--- config.mk ---
export PLATFORM = sky130hd
export DESIGN_NAME = fm_phase_difference_demod_flat
export DESIGN_NICKNAME = d
export VERILOG_FILES = /design/src/rtl/fpd_pkg.sv /design/src/rtl/fpd_in_if.sv /design/src/rtl/fpd_out_if.sv /design/src/rtl/fpd_mul.sv /design/src/rtl/fpd_cordic.sv /design/src/rtl/fm_phase_difference_demod.sv /design/src/flat_wrapper.sv
export VERILOG_INCLUDE_DIRS = /design/src /design/src/rtl
export SDC_FILE = /design/constraint.sdc
export NUM_CORES = 2
export LEC_CHECK = 0
export ABC_CLOCK_PERIOD_IN_PS = 13050
export BUFFER_PORTS_ARGS = -buffer_cell sky130_fd_sc_hd__clkbuf_2
export CORE_ASPECT_RATIO = 1.2
export CORE_UTILIZATION = 60
export CTS_CLUSTER_DIAMETER = 120
export DETAILED_ROUTE_END_ITERATION = 16
export PLACE_DENSITY = 0.82
export SLEW_MARGIN = 20
export SYNTH_ARGS = -nofsm -noshare
export SYNTH_HDL_FRONTEND = slang
export SYNTH_SLANG_ARGS = --single-unit
--- constraint.sdc ---
create_clock -name clk -period 13.05 [get_ports clk]
set_input_delay 1.9575 -clock clk [delete_from_list [all_inputs] [get_ports clk]]
set_output_delay 1.9575 -clock clk [all_outputs]
set_load 0.01 [all_outputs]
--- src/rtl/assert_macros.svh ---
// assertion macros shared by the rtl of the phase difference demodulator
`ifndef ASSERT_MACROS_SVH
`define ASSERT_MACROS_SVH
`ifndef SYNTHESIS
// checked at every clock edge outside of reset
`define ASSERT_CLK(lbl, clk, rst_n, prop, msg) \
	lbl: assert property (@(posedge clk) disable iff (!rst_n) prop) else $error(msg);
// checked at every clock edge, reset included
`define ASSERT_ALWAYS(lbl, clk, prop, msg) \
	lbl: assert property (@(posedge clk) prop) else $error(msg);
`else
`define ASSERT_CLK(lbl, clk, rst_n, prop, msg)
`define ASSERT_ALWAYS(lbl, clk, prop, msg)
`endif
`endif

--- src/rtl/fpd_pkg.sv ---
// types, constants and the arctangent table of the phase difference demodulator
package fpd_pkg;

	localparam int NORM_W   = 60;  // normalized magnitude, msb set at bit 59
	localparam int CORDIC_W = 63;  // signed x/y datapath, leaves room for the cordic gain
	localparam int ATAN_W   = 40;  // table entries in units of 2^-40 rad
	localparam int ANGLE_W  = 42;  // signed angle accumulator
	localparam int THETA_W  = 41;  // clamped angle in [0, pi/2]
	localparam int MAG_W    = 42;  // angle in [0, pi]
	localparam int STEPS    = 40;
	localparam int STEP_W   = 6;
	localparam int OUT_W    = 24;
	localparam int SCALE_W  = 22;
	localparam int CHUNK_W  = 21;  // angle is scaled in two halves of this width
	localparam int HI_SHIFT = 19;  // 40 - CHUNK_W
	localparam int SUM_W    = 44;

	localparam logic [THETA_W-1:0] HALF_PI_Q40 = 41'd1727108826179;
	localparam logic [MAG_W-1:0]   PI_Q40      = 42'd3454217652358;
	localparam logic [SCALE_W-1:0] DEV_SCALE   = 22'd2670000;

	typedef enum logic [3:0] {
		ST_IDLE,
		ST_M0,
		ST_M1,
		ST_M2,
		ST_M3,
		ST_M4,
		ST_START,
		ST_CORDIC,
		ST_SCALE_LO,
		ST_SCALE_HI,
		ST_SCALE_SUM
	} seq_state_t;

	typedef enum logic [1:0] {
		C_IDLE,
		C_NORM,
		C_ROT,
		C_CLAMP
	} cordic_state_t;

	typedef struct packed {
		logic start;
	} cordic_ctl_t;

	typedef struct packed {
		logic busy;
		logic done;
	} cordic_stat_t;

	// atan(2^-k) rounded to nearest at 2^-40; from k = 14 on it equals 2^(40-k)
	function automatic logic [ATAN_W-1:0] atan_q40(input logic [STEP_W-1:0] k);
		logic [ATAN_W:0] one;
		one = {1'b1, {ATAN_W{1'b0}}};
		case (k)
			6'd0:    atan_q40 = 40'd863554413089;
			6'd1:    atan_q40 = 40'd509785937287;
			6'd2:    atan_q40 = 40'd269356888665;
			6'd3:    atan_q40 = 40'd136729762476;
			6'd4:    atan_q40 = 40'd68630207382;
			6'd5:    atan_q40 = 40'd34348560106;
			6'd6:    atan_q40 = 40'd17178471287;
			6'd7:    atan_q40 = 40'd8589759836;
			6'd8:    atan_q40 = 40'd4294945451;
			6'd9:    atan_q40 = 40'd2147480917;
			6'd10:   atan_q40 = 40'd1073741483;
			6'd11:   atan_q40 = 40'd536870869;
			6'd12:   atan_q40 = 40'd268435451;
			6'd13:   atan_q40 = 40'd134217727;
			default: atan_q40 = ATAN_W'(one >> k);
		endcase
	endfunction

endpackage

--- src/rtl/fpd_in_if.sv ---
// sample channel: valid/ready beat carrying one complex baseband sample
interface fpd_in_if #(parameter int SAMPLE_BITS = 16);
	logic                          valid;
	logic                          ready;
	logic signed [SAMPLE_BITS-1:0] sample_i;
	logic signed [SAMPLE_BITS-1:0] sample_q;

	modport source (output valid, output sample_i, output sample_q, input ready);
	modport sink   (input valid, input sample_i, input sample_q, output ready);
endinterface

--- src/rtl/fpd_out_if.sv ---
// result channel: valid/ready beat carrying one frequency deviation word
interface fpd_out_if import fpd_pkg::*; ();
	logic                    valid;
	logic                    ready;
	logic signed [OUT_W-1:0] freq_dev;

	modport source (output valid, output freq_dev, input ready);
	modport sink   (input valid, input freq_dev, output ready);
endinterface

--- src/rtl/fpd_mul.sv ---
// shared registered signed multiplier
module fpd_mul #(
	parameter int OP_W = 25
) (
	input  logic                     clk,
	input  logic                     en,
	input  logic signed [OP_W-1:0]   a,
	input  logic signed [OP_W-1:0]   b,
	output logic signed [2*OP_W-1:0] prod
);

	logic signed [2*OP_W-1:0] prod_q;

	always_ff @(posedge clk) begin
		if (en) begin
			prod_q <= a * b;
		end
	end

	assign prod = prod_q;

endmodule

--- src/rtl/fpd_cordic.sv ---
// iterative vectoring cordic: normalize, rotate one step a cycle, clamp the angle
module fpd_cordic import fpd_pkg::*; (
	input  logic               clk,
	input  logic               arst_n,
	input  cordic_ctl_t        ctl,
	input  logic [NORM_W-1:0]  a,
	input  logic [NORM_W-1:0]  b,
	output cordic_stat_t       stat,
	output logic [THETA_W-1:0] theta
);

`include "assert_macros.svh"

	cordic_state_t               state_q, state_d;
	logic signed [CORDIC_W-1:0]  x_q, y_q;
	logic signed [ANGLE_W-1:0]   z_q;
	logic [STEP_W-1:0]           k_q;

	logic signed [CORDIC_W-1:0]  larger;
	logic                        need8, need1;
	logic signed [CORDIC_W-1:0]  dx, dy;
	logic signed [ANGLE_W-1:0]   rom_ext;

	assign larger  = (x_q > y_q) ? x_q : y_q;
	assign need8   = (larger[CORDIC_W-1:NORM_W-9] == '0);
	assign need1   = (larger[CORDIC_W-1:NORM_W-1] == '0);
	assign dx      = y_q >>> k_q;
	assign dy      = x_q >>> k_q;
	assign rom_ext = $signed({{(ANGLE_W-ATAN_W){1'b0}}, atan_q40(k_q)});

	always_ff @(posedge clk or negedge arst_n) begin
		if (!arst_n) begin
			state_q <= C_IDLE;
		end else begin
			state_q <= state_d;
		end
	end

	always_comb begin
		state_d   = state_q;
		stat.busy = (state_q != C_IDLE);
		stat.done = 1'b0;
		case (state_q)
			C_IDLE: begin
				if (ctl.start) state_d = C_NORM;
			end
			C_NORM: begin
				if (!need1) state_d = C_ROT;
			end
			C_ROT: begin
				if (k_q == STEP_W'(STEPS - 1)) state_d = C_CLAMP;
			end
			C_CLAMP: begin
				stat.done = 1'b1;
				state_d   = C_IDLE;
			end
			default: state_d = C_IDLE;
		endcase
	end

	always_ff @(posedge clk) begin
		case (state_q)
			C_IDLE: begin
				x_q <= $signed({{(CORDIC_W-NORM_W){1'b0}}, a});
				y_q <= $signed({{(CORDIC_W-NORM_W){1'b0}}, b});
				z_q <= '0;
				k_q <= '0;
			end
			C_NORM: begin
				// coarse shift while far below bit 59, then single bits
				if (need8) begin
					x_q <= x_q <<< 8;
					y_q <= y_q <<< 8;
				end else if (need1) begin
					x_q <= x_q <<< 1;
					y_q <= y_q <<< 1;
				end
			end
			C_ROT: begin
				if (!y_q[CORDIC_W-1]) begin
					x_q <= x_q + dx;
					y_q <= y_q - dy;
					z_q <= z_q + rom_ext;
				end else begin
					x_q <= x_q - dx;
					y_q <= y_q + dy;
					z_q <= z_q - rom_ext;
				end
				k_q <= k_q + STEP_W'(1);
			end
			default: begin
			end
		endcase
	end

	// clamp to [0, pi/2]
	always_comb begin
		if (z_q[ANGLE_W-1]) begin
			theta = '0;
		end else if (z_q > $signed({1'b0, HALF_PI_Q40})) begin
			theta = HALF_PI_Q40;
		end else begin
			theta = z_q[THETA_W-1:0];
		end
	end

	`ASSERT_CLK(a_start_when_idle, clk, arst_n, ctl.start |-> !stat.busy, "cordic start while busy")
	`ASSERT_CLK(a_norm_msb, clk, arst_n, (state_q == C_ROT && k_q == '0) |-> (x_q[NORM_W-1] || y_q[NORM_W-1]), "rotation began on an unnormalized vector")
	`ASSERT_CLK(a_x_positive, clk, arst_n, (state_q == C_ROT) |-> !x_q[CORDIC_W-1], "cordic x overflowed")
	`ASSERT_CLK(a_done_pulse, clk, arst_n, stat.done |=> !stat.done, "cordic done held for more than a cycle")

endmodule

--- src/rtl/fm_phase_difference_demod.sv ---
// fm polar discriminator: phase step between successive iq samples, scaled to a deviation
// steps from sample beat to result register: multiply, start, normalize, cordic rotations, clamp, scale;
//   normalize, rotations and clamp are skipped when the product's real part is zero
// a beat is taken only in idle, so a new sample waits until the sequencer is through with the last one
// a result still unclaimed in the output register holds the sequencer in its last scale step
// reset (arst_n low, async): sequencer idle, output empty, stored previous sample cleared to zero
module fm_phase_difference_demod import fpd_pkg::*; #(
	parameter int SAMPLE_BITS = 16
) (
	input  logic         clk,
	input  logic         arst_n,
	fpd_in_if.sink       samples,
	fpd_out_if.source    result
);

`include "assert_macros.svh"

	// conjugate product width and shared multiplier operand width
	localparam int CP_W  = 2 * SAMPLE_BITS + 1;
	localparam int MUL_W = (SAMPLE_BITS + 1 > SCALE_W + 1) ? SAMPLE_BITS + 1 : SCALE_W + 1;

	seq_state_t                    state_q, state_d;

	// current and previous sample
	logic signed [SAMPLE_BITS-1:0] n_i_q, n_q_q;
	logic signed [SAMPLE_BITS-1:0] p_i_q, p_q_q;

	// conjugate product, real and imaginary
	logic signed [CP_W-1:0]        re_q, im_q;
	logic [CP_W-1:0]               re_abs, im_abs;

	logic [MAG_W-1:0]              mag_q;
	logic                          neg_q;
	logic [SCALE_W-1:0]            acc_q;
	logic [SUM_W-1:0]              sum;
	logic [OUT_W-1:0]              dev_mag;

	// shared multiplier
	logic                          mul_en;
	logic signed [MUL_W-1:0]       mul_a, mul_b;
	logic signed [2*MUL_W-1:0]     prod;
	logic signed [CP_W-1:0]        prod_cp;

	// cordic handshake
	cordic_ctl_t                   cctl;
	cordic_stat_t                  cst;
	logic [THETA_W-1:0]            theta;

	// output register
	logic                          out_valid_q;
	logic signed [OUT_W-1:0]       freq_q;
	logic                          load;

	fpd_mul #(
		.OP_W (MUL_W)
	) u_mul (
		.clk  (clk),
		.en   (mul_en),
		.a    (mul_a),
		.b    (mul_b),
		.prod (prod)
	);

	fpd_cordic u_cordic (
		.clk    (clk),
		.arst_n (arst_n),
		.ctl    (cctl),
		.a      ({{(NORM_W-CP_W){1'b0}}, re_abs}),
		.b      ({{(NORM_W-CP_W){1'b0}}, im_abs}),
		.stat   (cst),
		.theta  (theta)
	);

	assign prod_cp = $signed(prod[CP_W-1:0]);
	// magnitudes never reach 2^(CP_W-1), so the negation cannot wrap
	assign re_abs  = re_q[CP_W-1] ? CP_W'(-re_q) : CP_W'(re_q);
	assign im_abs  = im_q[CP_W-1] ? CP_W'(-im_q) : CP_W'(im_q);

	// scaled angle: floor((hi*S + floor(lo*S / 2^21)) / 2^19)
	assign sum     = SUM_W'(acc_q) + prod[SUM_W-1:0];
	assign dev_mag = sum[HI_SHIFT+OUT_W-1:HI_SHIFT];

	assign samples.ready   = (state_q == ST_IDLE);
	assign result.valid    = out_valid_q;
	assign result.freq_dev = freq_q;

	always_ff @(posedge clk or negedge arst_n) begin
		if (!arst_n) begin
			state_q     <= ST_IDLE;
			out_valid_q <= 1'b0;
			p_i_q       <= '0;
			p_q_q       <= '0;
		end else begin
			state_q <= state_d;
			if (load) begin
				out_valid_q <= 1'b1;
			end else if (result.ready) begin
				out_valid_q <= 1'b0;
			end
			// new sample becomes the stored one once all four products are taken
			if (state_q == ST_M4) begin
				p_i_q <= n_i_q;
				p_q_q <= n_q_q;
			end
		end
	end

	// sequencer: multiply, angle, scale, hand to the output register
	always_comb begin
		state_d    = state_q;
		mul_en     = 1'b0;
		mul_a      = '0;
		mul_b      = '0;
		cctl.start = 1'b0;
		load       = 1'b0;
		case (state_q)
			ST_IDLE: begin
				if (samples.valid) state_d = ST_M0;
			end
			ST_M0: begin
				mul_en  = 1'b1;
				mul_a   = MUL_W'(n_i_q);
				mul_b   = MUL_W'(p_i_q);
				state_d = ST_M1;
			end
			ST_M1: begin
				mul_en  = 1'b1;
				mul_a   = MUL_W'(n_q_q);
				mul_b   = MUL_W'(p_q_q);
				state_d = ST_M2;
			end
			ST_M2: begin
				mul_en  = 1'b1;
				mul_a   = MUL_W'(n_q_q);
				mul_b   = MUL_W'(p_i_q);
				state_d = ST_M3;
			end
			ST_M3: begin
				mul_en  = 1'b1;
				mul_a   = MUL_W'(n_i_q);
				mul_b   = MUL_W'(p_q_q);
				state_d = ST_M4;
			end
			ST_M4: begin
				state_d = ST_START;
			end
			ST_START: begin
				// zero real part goes straight to pi/2, no cordic
				if (re_q != '0) begin
					cctl.start = 1'b1;
					state_d    = ST_CORDIC;
				end else begin
					state_d = ST_SCALE_LO;
				end
			end
			ST_CORDIC: begin
				if (cst.done) state_d = ST_SCALE_LO;
			end
			ST_SCALE_LO: begin
				mul_en  = 1'b1;
				mul_a   = MUL_W'($signed({1'b0, mag_q[CHUNK_W-1:0]}));
				mul_b   = MUL_W'($signed({1'b0, DEV_SCALE}));
				state_d = ST_SCALE_HI;
			end
			ST_SCALE_HI: begin
				mul_en  = 1'b1;
				mul_a   = MUL_W'($signed({1'b0, mag_q[MAG_W-1:CHUNK_W]}));
				mul_b   = MUL_W'($signed({1'b0, DEV_SCALE}));
				state_d = ST_SCALE_SUM;
			end
			ST_SCALE_SUM: begin
				// wait here while an earlier result is still unclaimed
				load = !out_valid_q || result.ready;
				if (load) state_d = ST_IDLE;
			end
			default: state_d = ST_IDLE;
		endcase
	end

	// datapath registers
	always_ff @(posedge clk) begin
		if (samples.valid && samples.ready) begin
			n_i_q <= samples.sample_i;
			n_q_q <= samples.sample_q;
		end
		case (state_q)
			ST_M1: re_q <= prod_cp;
			ST_M2: re_q <= re_q + prod_cp;
			ST_M3: im_q <= prod_cp;
			ST_M4: im_q <= im_q - prod_cp;
			ST_START: begin
				neg_q <= im_q[CP_W-1];
				mag_q <= {1'b0, HALF_PI_Q40};
			end
			ST_CORDIC: begin
				// left half plane reflects about pi/2
				if (cst.done) begin
					mag_q <= re_q[CP_W-1] ? PI_Q40 - {1'b0, theta} : {1'b0, theta};
				end
			end
			ST_SCALE_HI: acc_q <= prod[CHUNK_W+SCALE_W-1:CHUNK_W];
			default: begin
			end
		endcase
		if (load) begin
			freq_q <= neg_q ? $signed(-dev_mag) : $signed(dev_mag);
		end
	end

	`ASSERT_CLK(a_cordic_nonzero, clk, arst_n, cctl.start |-> (re_q != '0), "cordic on zero real")
	`ASSERT_CLK(a_done_in_wait, clk, arst_n, cst.done |-> (state_q == ST_CORDIC), "stray cordic done")
	`ASSERT_CLK(a_cordic_alive, clk, arst_n, (state_q == ST_CORDIC) |-> (cst.busy || cst.done), "idle")

endmodule

--- src/flat_wrapper.sv ---
// flat-port wrapper written by rule: the top's interface ports become plain ports
module fm_phase_difference_demod_flat import fpd_pkg::*;
#(
	parameter int SAMPLE_BITS = 16
)
  (clk, arst_n, samples_valid, samples_sample_i, samples_sample_q, samples_ready, result_valid, result_freq_dev, result_ready);
  fpd_in_if #(.SAMPLE_BITS(SAMPLE_BITS)) samples_i ();
  fpd_out_if result_i ();
  input  logic clk;
  input  logic arst_n;
  input wire logic [$bits(samples_i.valid)-1:0] samples_valid;
  input wire logic [$bits(samples_i.sample_i)-1:0] samples_sample_i;
  input wire logic [$bits(samples_i.sample_q)-1:0] samples_sample_q;
  output wire logic [$bits(samples_i.ready)-1:0] samples_ready;
  output wire logic [$bits(result_i.valid)-1:0] result_valid;
  output wire logic [$bits(result_i.freq_dev)-1:0] result_freq_dev;
  input wire logic [$bits(result_i.ready)-1:0] result_ready;
  assign samples_i.valid = samples_valid;
  assign samples_i.sample_i = samples_sample_i;
  assign samples_i.sample_q = samples_sample_q;
  assign samples_ready = samples_i.ready;
  assign result_valid = result_i.valid;
  assign result_freq_dev = result_i.freq_dev;
  assign result_i.ready = result_ready;
  fm_phase_difference_demod #(.SAMPLE_BITS(SAMPLE_BITS)) u_core (.clk(clk), .arst_n(arst_n), .samples(samples_i), .result(result_i));
endmodule
==> results_dict.tcl <==
set metrics [dict create \
    synth_ff_type "edfxtp_1" \
    fillCellCount 9633 \
    h-tree-depth 2 \
    ant_nets 0 \
    syn_inst 7926 \
    postCtsSetupBuffers 0 \
    coreArea_um2 115000 \
    vias 64600 \
    clock_sinks 443 \
    grt_pass1_vias 63400 \
    synthesis.area_um2 69800 \
    hold_buffers 0 \
    area_growth_pct 4.72 \
    insertion_delay_ns 0.72 \
    syn-num-nets 8941 \
    syn_avg_cell_area_um2 8.81 \
    antenna_found_initial 5 \
    hp-start "u_core.u_mul.prod[42]" \
    final_cell_mix "844 x inv_1, 778 x nor2_1, 603 x nand2_1, 525 x a21oi_1, 515 x fa_1" \
    numPortBuffers 61 \
    cts_resized 0 \
    tightest_slew_ns 1.22 \
    min_period_over_period_pct 76.9 \
    tritoncts "built" \
    busiest_layer "met2" \
    gp_congestion 1.10 \
    worstHoldPathType "flop to flop" \
    grt_util_met3_pct 9.56 \
    cp_data_arrival_time_ns 10.50 \
    cts-root-buf "clkbuf_16" \
    worstReg2RegEnd "u_core.u_mul.prod[41]" \
    wl_per_cell_um 27.6 \
    setup_viol 0 \
    synthDistinctLibCells 111 \
    crit_fanout 36 \
    crit_family "adder cells" \
    final_common_cell "inv_1" \
    min_period_ns 10.03 \
    synthMuxAreaShare_pct 11.3 \
    vias_per_cell 6.93 \
    seq_area_frac_synth_pct 18.8 \
    grt_max_degree 121 \
    die_width_um 313 \
    synth_edf_count 404 \
    maxSlewViolCount 0 \
    rows 136 \
    grt_pass1_wl_mm 386 \
    dieHeight_um 376 \
    cpMostUsedCell "fa_1" \
    path_clk_slew_ns 0.07 \
    synth_compound_area_share_pct 18.7 \
    grt_usage_pct 43.2 \
    relSlewSlack_pct 18.8 \
    yosys.area_share.simple_pct 14.4 \
    grtUsageMet1_pct 51.6 \
    fmax_ghz 0.0997 \
    wirelength_mm 257 \
    ys_async_sr_fraction_pct 8.80 \
    start_kind "flop" \
    status "completed" \
    clock_path_buffers 3 \
    worst_setup_path_end_kind "flop" \
    grtUsageMet2_pct 67.0 \
    dp_slack_ns 3.14 \
    dpl.hpwl_mm 195 \
    crit_type "flop to flop" \
    hold_path_end "u_core.acc_q[21]" \
    ys.warnings.count 0 \
    skew_ns 0.0600 \
    synth_top_family_by_area "adder cells" \
    r2r-start "u_core.state_q[0]" \
    drive_gt1_share_pct 9.00 \
    final_hold_viol_count 0 \
    cts_buffers 50 \
    dieArea_um2 118000 \
    drtIter0Drc 8457 \
    synth-seq-cells 443 \
    hold_path_depth 0 \
    r2r_slack_ns 3.02 \
    layout.nets 8762 \
    max_stage_delay_ns 0.99 \
    drc 0 \
    worst_slack_ns 3.02 \
    synthAdderAreaFrac_pct 23.1 \
    start_util_pct 60.7 \
    ioPinCount 62 \
    dr.pass1.iters 9 \
    rsz0062_at_grt "no" \
    grt_overflow 0 \
    worstPathRequired_ns 13.51 \
    yosys.area_share.xor_xnor_pct 6.43 \
    worstRegToRegCells 29 \
    critPathBufInv 6 \
    fin_tns_setup_ns 0 \
    maxCapViolCount 0 \
    cp_slowest_cell "a2111oi_1" \
]
-- state kept, by name (all words and copies together), names as in the netlist --
name,count
u_core.mag_q,42
u_core.n_q_q,16
u_core.u_cordic.k_q,6
u_core.re_q,33
u_core.u_cordic.state_q,2
u_core.u_cordic.y_q,63
u_core.n_i_q,16
u_core.u_cordic.x_q,63
u_core.state_q,4
u_core.p_i_q,16
u_core.neg_q,1
u_core.u_mul.prod,43
u_core.result.valid,1
u_core.im_q,33
u_core.u_cordic.z_q,42
u_core.result.freq_dev,24
u_core.p_q_q,16
u_core.acc_q,22
-- cells in the mapped netlist, types with 91 or more instances --
cell type | count | area share (%)
mux2_2 | 146 | 2.4
fa_1 | 515 | 15
o22ai_1 | 91 | 0.82
ha_1 | 464 | 8.3
a21o_1 | 198 | 2.1
nand3_1 | 124 | 0.89
mux4_2 | 163 | 5.3
xor2_1 | 204 | 2.6
nand2_1 | 607 | 3.3
nor3_1 | 106 | 0.76
o21ai_0 | 395 | 2.8
mux2i_1 | 235 | 3.4
edfxtp_1 | 404 | 17
nor2_1 | 784 | 4.2
xnor2_1 | 306 | 3.8
inv_1 | 848 | 4.6
clkbuf_1 | 283 | 1.5
a21oi_1 | 528 | 3.8
-- logic make-up after synthesis --
kind of cell	after synthesis
flip-flops	443
buffers and inverters	1278
AO/OA/AOI/OAI	1997
AND/OR/NAND/NOR	2161
XOR/XNOR	511
multiplexers	557
adder cells (fa/ha/maj)	979
-- metrics by stage --
stage               util [%]  cells  hold WS [ns]  cell area, um^2
floorplan                  -   7926         0.424            69800
global placement        61.9   9211         0.486            71200
detailed placement      61.9   9211         0.476            71200
CTS                     63.5   9305         0.489            73000
global route            63.5   9309         0.508            73100
finish                  63.5   9315         0.502            73100
-- how the worst max path moves through the flow --
| stage | start | end | slack, ns | depth (start not counted) |
|---|---|---|---|---|
| finish | u_core.state_q[0] | u_core.u_mul.prod[41] | 3.02 | 29 |
| global placement | u_core.state_q[2] | u_core.u_mul.prod[41] | 2.99 | 31 |
| detailed placement | u_core.state_q[2] | u_core.u_mul.prod[41] | 3.14 | 31 |
| CTS | u_core.state_q[2] | u_core.u_mul.prod[41] | 3.16 | 31 |
| global route | u_core.state_q[2] | u_core.u_mul.prod[41] | 2.62 | 31 |
| floorplan | u_core.u_cordic.y_q[62] | u_core.u_cordic.x_q[0] | 3.17 | 15 |
-- area by class of cell --
| type | count | area (um^2) | share of cell area, % |
|---|---|---|---|
| clock buffers | 55 | 1280 | 1.75 |
| diodes | 8 | 20.0 | 0.0274 |
| well taps | 1518 | 1900 | 2.60 |
| multi-input cells | 6205 | 51700 | 70.7 |
| clock inverters | 39 | 537 | 0.734 |
| inverters | 852 | 3200 | 4.38 |
| repair buffers | 195 | 1380 | 1.89 |
| flip-flops and latches | 443 | 13100 | 17.9 |
-- layer usage --
metal  up-vias  wire length [um]
met5         -                 0
li1      27900                 -
met2      4183            114000
met3      1305             26700
met4         0             25800
met1     31200             89900
Power is left out: the tool's default activity adds up to more than one toggle a clock period on the data nets, which glitch-free logic cannot reach.
